$ cat src/ula_pkg.sv
// shared types and constants for the serial line assembler
package ula_pkg;

  localparam int unsigned BUF_SIZE_DEF   = 64;
  localparam int unsigned Q_DEPTH        = 2;
  localparam logic [7:0]  NEWLINE_CHAR   = 8'h0A;
  localparam logic [15:0] TIMEOUT_MS_RST = 16'd100;

  typedef enum logic [1:0] {
    FUNC_RX_BYTE   = 2'd0,
    FUNC_TAKE_LINE = 2'd1,
    FUNC_READ_BYTE = 2'd2
  } func_t;

  typedef enum logic {
    CFG_TIMEOUT_ENABLE = 1'b0,
    CFG_TIMEOUT_MS     = 1'b1
  } cfg_idx_t;

  // operation class worked out at the front
  typedef enum logic [2:0] {
    OP_DATA,
    OP_NEWLINE,
    OP_TAKE,
    OP_READ,
    OP_NONE
  } op_t;

  typedef struct packed {
    logic [1:0]  func;
    logic [7:0]  rx_byte;
    logic [31:0] now_ms;
    logic [5:0]  read_index;
  } in_item_t;

  typedef struct packed {
    logic       line_ready;
    logic       overflow;
    logic [6:0] line_length;
    logic [7:0] read_data;
  } out_item_t;

  typedef struct packed {
    op_t         op;
    logic [7:0]  rx_byte;
    logic [31:0] now_ms;
    logic [5:0]  read_index;
  } q_entry_t;

  typedef struct packed {
    logic        valid;
    cfg_idx_t    index;
    logic [15:0] data;
  } cfg_wr_t;

endpackage

$ cat src/ula_ram.sv
// generic single write port, single read port ram with registered read
module ula_ram #(
  parameter int unsigned WIDTH = 8,
  parameter int unsigned DEPTH = 128
) (
  input  logic                     clk,
  input  logic                     wr_en,
  input  logic [$clog2(DEPTH)-1:0] wr_addr,
  input  logic [WIDTH-1:0]         wr_data,
  input  logic                     rd_en,
  input  logic [$clog2(DEPTH)-1:0] rd_addr,
  output logic [WIDTH-1:0]         rd_data
);

  logic [WIDTH-1:0] mem_r [DEPTH];
  logic [WIDTH-1:0] rd_data_r;

  always_ff @(posedge clk) begin
    if (wr_en) begin
      mem_r[wr_addr] <= wr_data;
    end
    if (rd_en) begin
      rd_data_r <= mem_r[rd_addr];
    end
  end

  assign rd_data = rd_data_r;

endmodule

$ cat src/ula_front.sv
// front end: accepts transactions, classifies them and queues them for the back end
module ula_front (
  input  logic              clk,
  input  logic              rst_n,
  input  logic              in_valid,
  output logic              in_stall,
  input  ula_pkg::in_item_t in_data,
  output logic              q_valid,
  output ula_pkg::q_entry_t q_entry,
  input  logic              q_pop
);
  import ula_pkg::*;

  localparam int unsigned QPW = $clog2(Q_DEPTH);
  localparam int unsigned QCW = $clog2(Q_DEPTH + 1);

  q_entry_t       q_mem_r [Q_DEPTH];
  logic [QPW-1:0] wr_ptr_r, wr_ptr_nxt;
  logic [QPW-1:0] rd_ptr_r, rd_ptr_nxt;
  logic [QCW-1:0] count_r, count_nxt;
  logic           push;
  q_entry_t       cls;

  // classify
  always_comb begin
    cls.rx_byte    = in_data.rx_byte;
    cls.now_ms     = in_data.now_ms;
    cls.read_index = in_data.read_index;
    unique case (func_t'(in_data.func))
      FUNC_RX_BYTE:   cls.op = (in_data.rx_byte == NEWLINE_CHAR) ? OP_NEWLINE : OP_DATA;
      FUNC_TAKE_LINE: cls.op = OP_TAKE;
      FUNC_READ_BYTE: cls.op = OP_READ;
      default:        cls.op = OP_NONE;
    endcase
  end

  assign in_stall = (count_r == QCW'(Q_DEPTH));
  assign push     = in_valid && !in_stall;
  assign q_valid  = (count_r != '0);
  assign q_entry  = q_mem_r[rd_ptr_r];

  always_comb begin
    wr_ptr_nxt = push  ? wr_ptr_r + QPW'(1) : wr_ptr_r;
    rd_ptr_nxt = q_pop ? rd_ptr_r + QPW'(1) : rd_ptr_r;
    count_nxt  = count_r + QCW'(push) - QCW'(q_pop);
  end

  always_ff @(posedge clk) begin
    if (!rst_n) begin
      wr_ptr_r <= '0;
      rd_ptr_r <= '0;
      count_r  <= '0;
    end else begin
      wr_ptr_r <= wr_ptr_nxt;
      rd_ptr_r <= rd_ptr_nxt;
      count_r  <= count_nxt;
    end
  end

  always_ff @(posedge clk) begin
    if (push) begin
      q_mem_r[wr_ptr_r] <= cls;
    end
  end

endmodule

$ cat src/ula_back.sv
// back end: line buffer state, timeout check, store access and result register
module ula_back #(
  parameter int unsigned BUF_SIZE = ula_pkg::BUF_SIZE_DEF
) (
  input  logic               clk,
  input  logic               rst_n,
  input  ula_pkg::cfg_wr_t   cfg,
  input  logic               q_valid,
  input  ula_pkg::q_entry_t  q_entry,
  output logic               q_pop,
  output logic               out_valid,
  input  logic               out_stall,
  output ula_pkg::out_item_t out_data
);
  import ula_pkg::*;

  localparam int unsigned IDXW  = $clog2(BUF_SIZE);
  localparam int unsigned FCW   = $clog2(BUF_SIZE + 1);
  localparam int unsigned AW    = IDXW + 1;
  localparam int unsigned DEPTH = 2 * (2 ** IDXW);

  logic           ten_r;
  logic [15:0]    tms_r;
  logic [FCW-1:0] fill_r [2];
  logic [FCW-1:0] fill_nxt [2];
  logic           active_r, active_nxt;
  logic           fin_buf_r, fin_buf_nxt;
  logic           ready_r, ready_nxt;
  logic           ovr_r, ovr_nxt;
  logic [FCW-1:0] fin_len_r, fin_len_nxt;
  logic [31:0]    dl_r, dl_nxt;

  logic           fire;
  logic           timed_out;
  logic [31:0]    dl_sum;
  logic [FCW-1:0] fill_cur;
  logic [FCW-1:0] fill_inc;
  logic           has_room;
  logic           rd_in_range;
  logic [6:0]     len_res;

  logic           wr_en, rd_en;
  logic [AW-1:0]  wr_addr, rd_addr;
  logic [7:0]     rd_data;

  logic           out_valid_r;
  logic           rdy_res_r, ovr_res_r, rd_sel_r;
  logic [6:0]     len_res_r;

  assign fire  = q_valid && (!out_valid_r || !out_stall);
  assign q_pop = fire;

  assign timed_out = ten_r && (dl_r != '0) && (q_entry.now_ms >= dl_r);
  assign dl_sum    = q_entry.now_ms + {16'b0, tms_r};
  assign fill_cur  = timed_out ? '0 : fill_r[active_r];
  assign has_room  = fill_cur < FCW'(BUF_SIZE);
  assign fill_inc  = fill_cur + FCW'(1);

  // read offset must fall inside both the finished line and the buffer
  assign rd_in_range = (32'(q_entry.read_index) < 32'(fin_len_r)) &&
                       (32'(q_entry.read_index) < 32'(BUF_SIZE));

  assign wr_addr = {active_r, fill_cur[IDXW-1:0]};
  assign rd_addr = {fin_buf_r, IDXW'(q_entry.read_index)};

  always_comb begin
    fill_nxt    = fill_r;
    active_nxt  = active_r;
    fin_buf_nxt = fin_buf_r;
    ready_nxt   = ready_r;
    ovr_nxt     = ovr_r;
    fin_len_nxt = fin_len_r;
    dl_nxt      = dl_r;
    wr_en       = 1'b0;
    rd_en       = 1'b0;
    if (fire) begin
      unique case (q_entry.op)
        OP_DATA, OP_NEWLINE: begin
          if (ten_r) begin
            if (timed_out) begin
              ovr_nxt = 1'b1;
            end
            dl_nxt = (dl_sum == '0) ? 32'd1 : dl_sum;
          end
          if (has_room) begin
            wr_en            = 1'b1;
            fill_nxt[active_r] = fill_inc;
            if (q_entry.op == OP_NEWLINE) begin
              ready_nxt           = 1'b1;
              fin_len_nxt         = fill_inc;
              fin_buf_nxt         = active_r;
              active_nxt          = ~active_r;
              fill_nxt[~active_r] = '0;
              if (ten_r) begin
                dl_nxt = '0;
              end
            end
          end else begin
            ovr_nxt            = 1'b1;
            fill_nxt[active_r] = '0;
            if (ten_r) begin
              dl_nxt = '0;
            end
          end
        end
        OP_TAKE: begin
          ready_nxt = 1'b0;
          ovr_nxt   = 1'b0;
        end
        OP_READ: begin
          rd_en = rd_in_range;
        end
        default: begin
        end
      endcase
    end
    if (q_entry.op == OP_TAKE && ovr_r) begin
      len_res = '0;
    end else begin
      len_res = 7'(fin_len_nxt);
    end
  end

  always_ff @(posedge clk) begin
    if (!rst_n) begin
      ten_r     <= 1'b0;
      tms_r     <= TIMEOUT_MS_RST;
      fill_r[0] <= '0;
      fill_r[1] <= '0;
      active_r  <= 1'b0;
      fin_buf_r <= 1'b0;
      ready_r   <= 1'b0;
      ovr_r     <= 1'b0;
      fin_len_r <= '0;
      dl_r      <= '0;
    end else begin
      if (cfg.valid) begin
        unique case (cfg.index)
          CFG_TIMEOUT_ENABLE: ten_r <= cfg.data[0];
          CFG_TIMEOUT_MS:     tms_r <= cfg.data;
          default: begin
          end
        endcase
      end
      fill_r    <= fill_nxt;
      active_r  <= active_nxt;
      fin_buf_r <= fin_buf_nxt;
      ready_r   <= ready_nxt;
      ovr_r     <= ovr_nxt;
      fin_len_r <= fin_len_nxt;
      dl_r      <= dl_nxt;
    end
  end

  ula_ram #(
    .WIDTH (8),
    .DEPTH (DEPTH)
  ) u_line_store (
    .clk     (clk),
    .wr_en   (wr_en),
    .wr_addr (wr_addr),
    .wr_data (q_entry.rx_byte),
    .rd_en   (rd_en),
    .rd_addr (rd_addr),
    .rd_data (rd_data)
  );

  // result register; store read data lands alongside it
  always_ff @(posedge clk) begin
    if (!rst_n) begin
      out_valid_r <= 1'b0;
    end else begin
      out_valid_r <= fire || (out_valid_r && out_stall);
    end
  end

  always_ff @(posedge clk) begin
    if (fire) begin
      rdy_res_r <= ready_nxt;
      ovr_res_r <= ovr_nxt;
      len_res_r <= len_res;
      rd_sel_r  <= rd_en;
    end
  end

  assign out_valid            = out_valid_r;
  assign out_data.line_ready  = rdy_res_r;
  assign out_data.overflow    = ovr_res_r;
  assign out_data.line_length = len_res_r;
  assign out_data.read_data   = rd_sel_r ? rd_data : 8'h00;

endmodule

$ cat src/uart_line_assembler_unit.sv
// top level of the serial line assembler with ping-pong line buffers
//
//  channel | ports                        | moves
//  --------+------------------------------+-------------------------------------
//  in      | in_valid, in_stall, in_data  | one access: byte, take line or read
//  out     | out_valid, out_stall, out_data | one result per accepted access
//  cfg     | cfg_valid, cfg_ready, cfg_index, cfg_data | register write, always ready
//
// one transaction per cycle while in_stall is low; a result passes through a front queue
// entry and then the back end result register before it leaves on the out channel
// while a result waits on out_stall the two-entry queue takes up to two more
// transactions, then in_stall stays high until the back end frees an entry
// reset is synchronous; the line store needs no clearing pass, only read once written
module uart_line_assembler_unit #(
  parameter int unsigned BUF_SIZE = ula_pkg::BUF_SIZE_DEF
) (
  input  logic               clk,
  input  logic               rst_n,
  input  logic               in_valid,
  output logic               in_stall,
  input  ula_pkg::in_item_t  in_data,
  output logic               out_valid,
  input  logic               out_stall,
  output ula_pkg::out_item_t out_data,
  input  logic               cfg_valid,
  output logic               cfg_ready,
  input  ula_pkg::cfg_idx_t  cfg_index,
  input  logic [15:0]        cfg_data
);
  import ula_pkg::*;

  logic     q_valid;
  logic     q_pop;
  q_entry_t q_entry;
  cfg_wr_t  cfg;

  assign cfg_ready = 1'b1;
  assign cfg.valid = cfg_valid && cfg_ready;
  assign cfg.index = cfg_index;
  assign cfg.data  = cfg_data;

  ula_front u_front (
    .clk      (clk),
    .rst_n    (rst_n),
    .in_valid (in_valid),
    .in_stall (in_stall),
    .in_data  (in_data),
    .q_valid  (q_valid),
    .q_entry  (q_entry),
    .q_pop    (q_pop)
  );

  ula_back #(
    .BUF_SIZE (BUF_SIZE)
  ) u_back (
    .clk       (clk),
    .rst_n     (rst_n),
    .cfg       (cfg),
    .q_valid   (q_valid),
    .q_entry   (q_entry),
    .q_pop     (q_pop),
    .out_valid (out_valid),
    .out_stall (out_stall),
    .out_data  (out_data)
  );

endmodule

$ cat config.mk
export PLATFORM = sky130hd
export DESIGN_NAME = uart_line_assembler_unit
export DESIGN_NICKNAME = d
export VERILOG_FILES = /design/src/ula_pkg.sv /design/src/ula_ram.sv /design/src/ula_front.sv /design/src/ula_back.sv /design/src/uart_line_assembler_unit.sv
export SDC_FILE = /design/constraint.sdc
export NUM_CORES = 2
export LEC_CHECK = 0
export ABC_AREA = 1
export ABC_CLOCK_PERIOD_IN_PS = 5800
export BUFFER_PORTS_ARGS = -buffer_cell sky130_fd_sc_hd__buf_2
export CAP_MARGIN = 0
export CELL_PAD_IN_SITES_DETAIL_PLACEMENT = 0
export CELL_PAD_IN_SITES_GLOBAL_PLACEMENT = 1
export CORE_ASPECT_RATIO = 1.25
export CORE_UTILIZATION = 43
export DETAILED_ROUTE_END_ITERATION = 12
export PLACE_DENSITY_LB_ADDON = 0.1
export SLEW_MARGIN = 20
export SYNTH_ARGS = -nofsm -noshare
export SYNTH_HDL_FRONTEND = slang
export SYNTH_SLANG_ARGS = --single-unit
$ cat constraint.sdc
create_clock -name clk -period 5.8 [get_ports clk]
set_input_delay 0 -clock clk [delete_from_list [all_inputs] [get_ports clk]]
set_output_delay 0 -clock clk [all_outputs]
set_load 0.05 [all_outputs]
==> results.toml <==
[synthesis]
netlist_area_before_placement_mm2 = 0.0514
postSynthCellCount = 4511
ys_types = 46
synth_top_area_cell = "edfxtp_1"
synth_edf_count = 1140
synth_area_per_cell_um2 = 11.4
synth.net_count = 4640
synth_ff_type = "edfxtp_1"
async_reset_ff_frac = 0
netlist.area_leader.share = 0.666
synth.ff_latch_count = 1220
synthTopCellsByArea = "edfxtp_1 67%, o21ai_0 6.8%, nor2_1 6.5%"
synth.yosys.seq_area_share = 0.697
synth.yosys.warnings = 0

[timing]
max_slew.worst_pin.slew_ps = 1090
final.setup_skew_ps = 24.9
final_hold_viol_count = 0
final_slew_viol_count = 0
min_period_ps = 5040
slew_headroom = 0.270
setup_repair_after_global_routing_missed_its_margin = "no"
fmax_mhz = 199
min_period_over_period = 0.869
tns_ps = 0
setup_viol = 0

[global_route]
grt_overflow_total = 0
grt_antenna_before_repair = 1
track_usage = 0.254
pin_count_of_the_biggest_net_entering_global_routing = 224
wire_length_of_the_first_global_routing_pass_um = 228000
via_count_of_the_first_global_routing_pass = 35140

[placed_design]
port_buffers = 88
gp_congestion = 0.855
dpl_hpwl_um = 95200
place_inst = 5963

[worst_setup_path]
criticalPathCategory = "reg2reg"
worst_setup_path_end_kind = "register"
cp_slowest_cell = "nor2_1"
cpMostUsedCell = "nand2_1"
critical_path.cell_chain = "inv_2, or2_2, o21ai_0, inv_1, ha_1, nand2_1, nor2_1, nand4_1, nor4_2, nand3b_1, nand3_1, nand2_2, nand2_1, inv_1, nor2_4, nand2_1, buf_4, nor2_1"
worstSetupStartpointType = "register"
worstPathMaxFanout = 17
cp_data_arrival_time_ps = 5390
critical_path_s_largest_stage_delay_ps = 550
worstPathRequired_ps = 6150

[floorplanning]
core-area_mm2 = 0.118
die_area_mm2 = 0.121
placementRows = 141
die_height_um = 389
start_util = 0.435
die_w_um = 311
number_of_top_level_pins = 90

[cells_and_area]
post_route_cells_drive_above_1_share = 0.0833
area_delta_synth_final_pct = 14.5
fin_cells = 6326
layout.nets = 4778

[power_and_ir_drop]
power-per-cell-area_mw_per_mm2 = 486
reported_leakage_power_uw = 0.0201
vdd_drop_max_v = 0.000432

[route]
drc_marker_count_from_the_first_detailed_route_iteration = 2843
detail_route.wl_per_cell_um = 24.5
drt-vias-per-instance = 5.56
routed_wirelength_um = 155000
drt_pass1_iterations = 6
detail_route.drc_violations = 0
ant_nets = 0
vias = 35167

[cts]
clock_tree_from_tritoncts = "done"
cts.reportedPaths.clkPinSlew_ps = 60
h-tree-depth = 3
latest_clock_arrival_within_the_worst_skew_pair_ps = 740
clock_path_buffers = 3
cts-buffers-inserted = 118
post_cts_repair_setup_buffers = 0
cts.sinks = 1220
ctsRootBufferMaster = "clkbuf_16"

[run]
maxCapViolations = 0

[worst_hold_path]
holdCritPathClass = "in2reg"

[run_status]
status = "finished, final reports clean"
==> where the power goes <==
group,internal [uW],switching [uW]
Sequential,10800,127
Combinational,2320,7380
Clock,4600,3390
==> logic make-up after synthesis <==
group,synth area share
mux,0.000389
flops,0.697
other cells,0.0000729
compound gates,0.129
buf+inv,0.0394
simple gates,0.118
xor+xnor,0.00272
fa+ha+maj,0.0145
==> cell type report <==
| cell class | instances | area, um2 |
|---|---|---|
| antenna | 1 | 2.50 |
| timing repair buffer | 292 | 2480 |
| sequential | 1220 | 35800 |
| tap | 1573 | 1970 |
| multi-input combinational | 2788 | 13700 |
| inverter | 229 | 883 |
| clock buffer | 146 | 3170 |
| fill | 10578 | 59500 |
| clock inverter | 77 | 845 |
==> worst paths after layout <==
path                            slack [ps]                          endpoint             start  cells after the start
worst min-delay path                   200            u_front.q_mem_r[1][46]       in_data[46]                      3
worst min register to register         450                  u_front.rd_ptr_r  u_front.rd_ptr_r                      1
worst max register to register         760  u_back.u_line_store.mem_r[29][4]          register                     18
worst max-delay path                   760  u_back.u_line_store.mem_r[29][4]          register                     18
==> per-stage QoR <==
step / hold WS [ps] / worst slack, ps / instance area, um2 / util / total power, uW
finish: 197 / 763 / 58900 / 0.498 / 28600
CTS: 139 / 694 / 58900 / 0.498 / 28900
global route: 206 / 348 / 58900 / 0.498 / 29900
global placement: 188 / 752 / 53500 / 0.452 / 20900
floorplan: 98.9 / 2090 / 51400 / - / 16900
detailed placement: 191 / 750 / 53500 / 0.452 / 20800
==> cells in the mapped netlist (2+ instances only) <==
library cell,number
xor2_1,9
inv_2,9
ha_1,58
nor4_1,2
a21oi_1,66
nand2_2,11
buf_6,4
inv_1,217
mux2i_1,2
or2_2,8
edfxtp_1,1140
o211ai_1,44
buf_1,6
buf_4,10
nand4_1,19
and2_1,3
o21a_1,2
nand3_1,116
nor2_2,4
nand3b_1,2
o21bai_1,3
nor2_1,896
o311ai_0,12
xnor2_1,7
nor2_4,4
o22ai_1,295
o21ai_2,3
buf_2,54
o221ai_1,24
or2_1,4
a31oi_1,10
nor3_1,6
clkbuf_1,200
o21ai_1,29
dfxtp_1,80
o21ai_0,696
nand2_1,446
clkinv_1,2
==> cell usage in the layout (no fill, tap or decap), types with 8 or more instances in the layout <==
master and count:
edfxtp_1 1140, nor2_1 894, o21ai_0 696, nand2_1 438, o22ai_1 295, inv_1 214, dlygate4sd3_1 139, clkbuf_16 121
nand3_1 116, buf_2 88, dfxtp_1 79, a21oi_1 66, ha_1 58, buf_4 52, o211ai_1 44, o21ai_1 27
o221ai_1 24, clkinv_1 21, clkinv_2 21, clkbuf_1 20, nand4_1 19, bufinv_16 16, buf_12 13, o311ai_0 12
nand2_2 11, inv_2 10, a31oi_1 10, xor2_1 9, clkinvlp_4 9, or2_2 8
==> routing by layer <==
layer,vias up,GRT usage,wire length (um)
met5,-,0,0
met4,0,0.111,6280
met3,245,0.0263,6910
met2,986,0.442,78200
met1,17448,0.319,63800
li1,16488,-,-
==> sequential cells by signal, indices dropped and copies added, names as in the netlist, 2 cells and up, named ones only <==
name                         flops
u_front.count_r                  2
u_back.tms_r                    16
u_back.fin_len_r                 7
u_back.len_res_r                 7
u_back.u_line_store.rd_data      8
u_back.fill_r                   14
u_back.u_line_store.mem_r     1024
u_front.q_mem_r                 98
==> worst max-delay path: cells and delay by family, from the launching register on <==
| family | cells | cell delay, ps |
|---|---|---|
| and+or+nand+nor | 12 | 2900 |
| buffers and inverters | 4 | 920 |
| DFF | 1 | 350 |
| adders and majority gates | 1 | 300 |
| AOI/OAI and AO/OA | 1 | 110 |
==> repair_timing <==
action / CTS / global route
resized for setup: 0 / 0
hold buffers: 139 / 0
endpoints found under the hold margin: 153 / 0
Power figures use the tool's default switching activity.
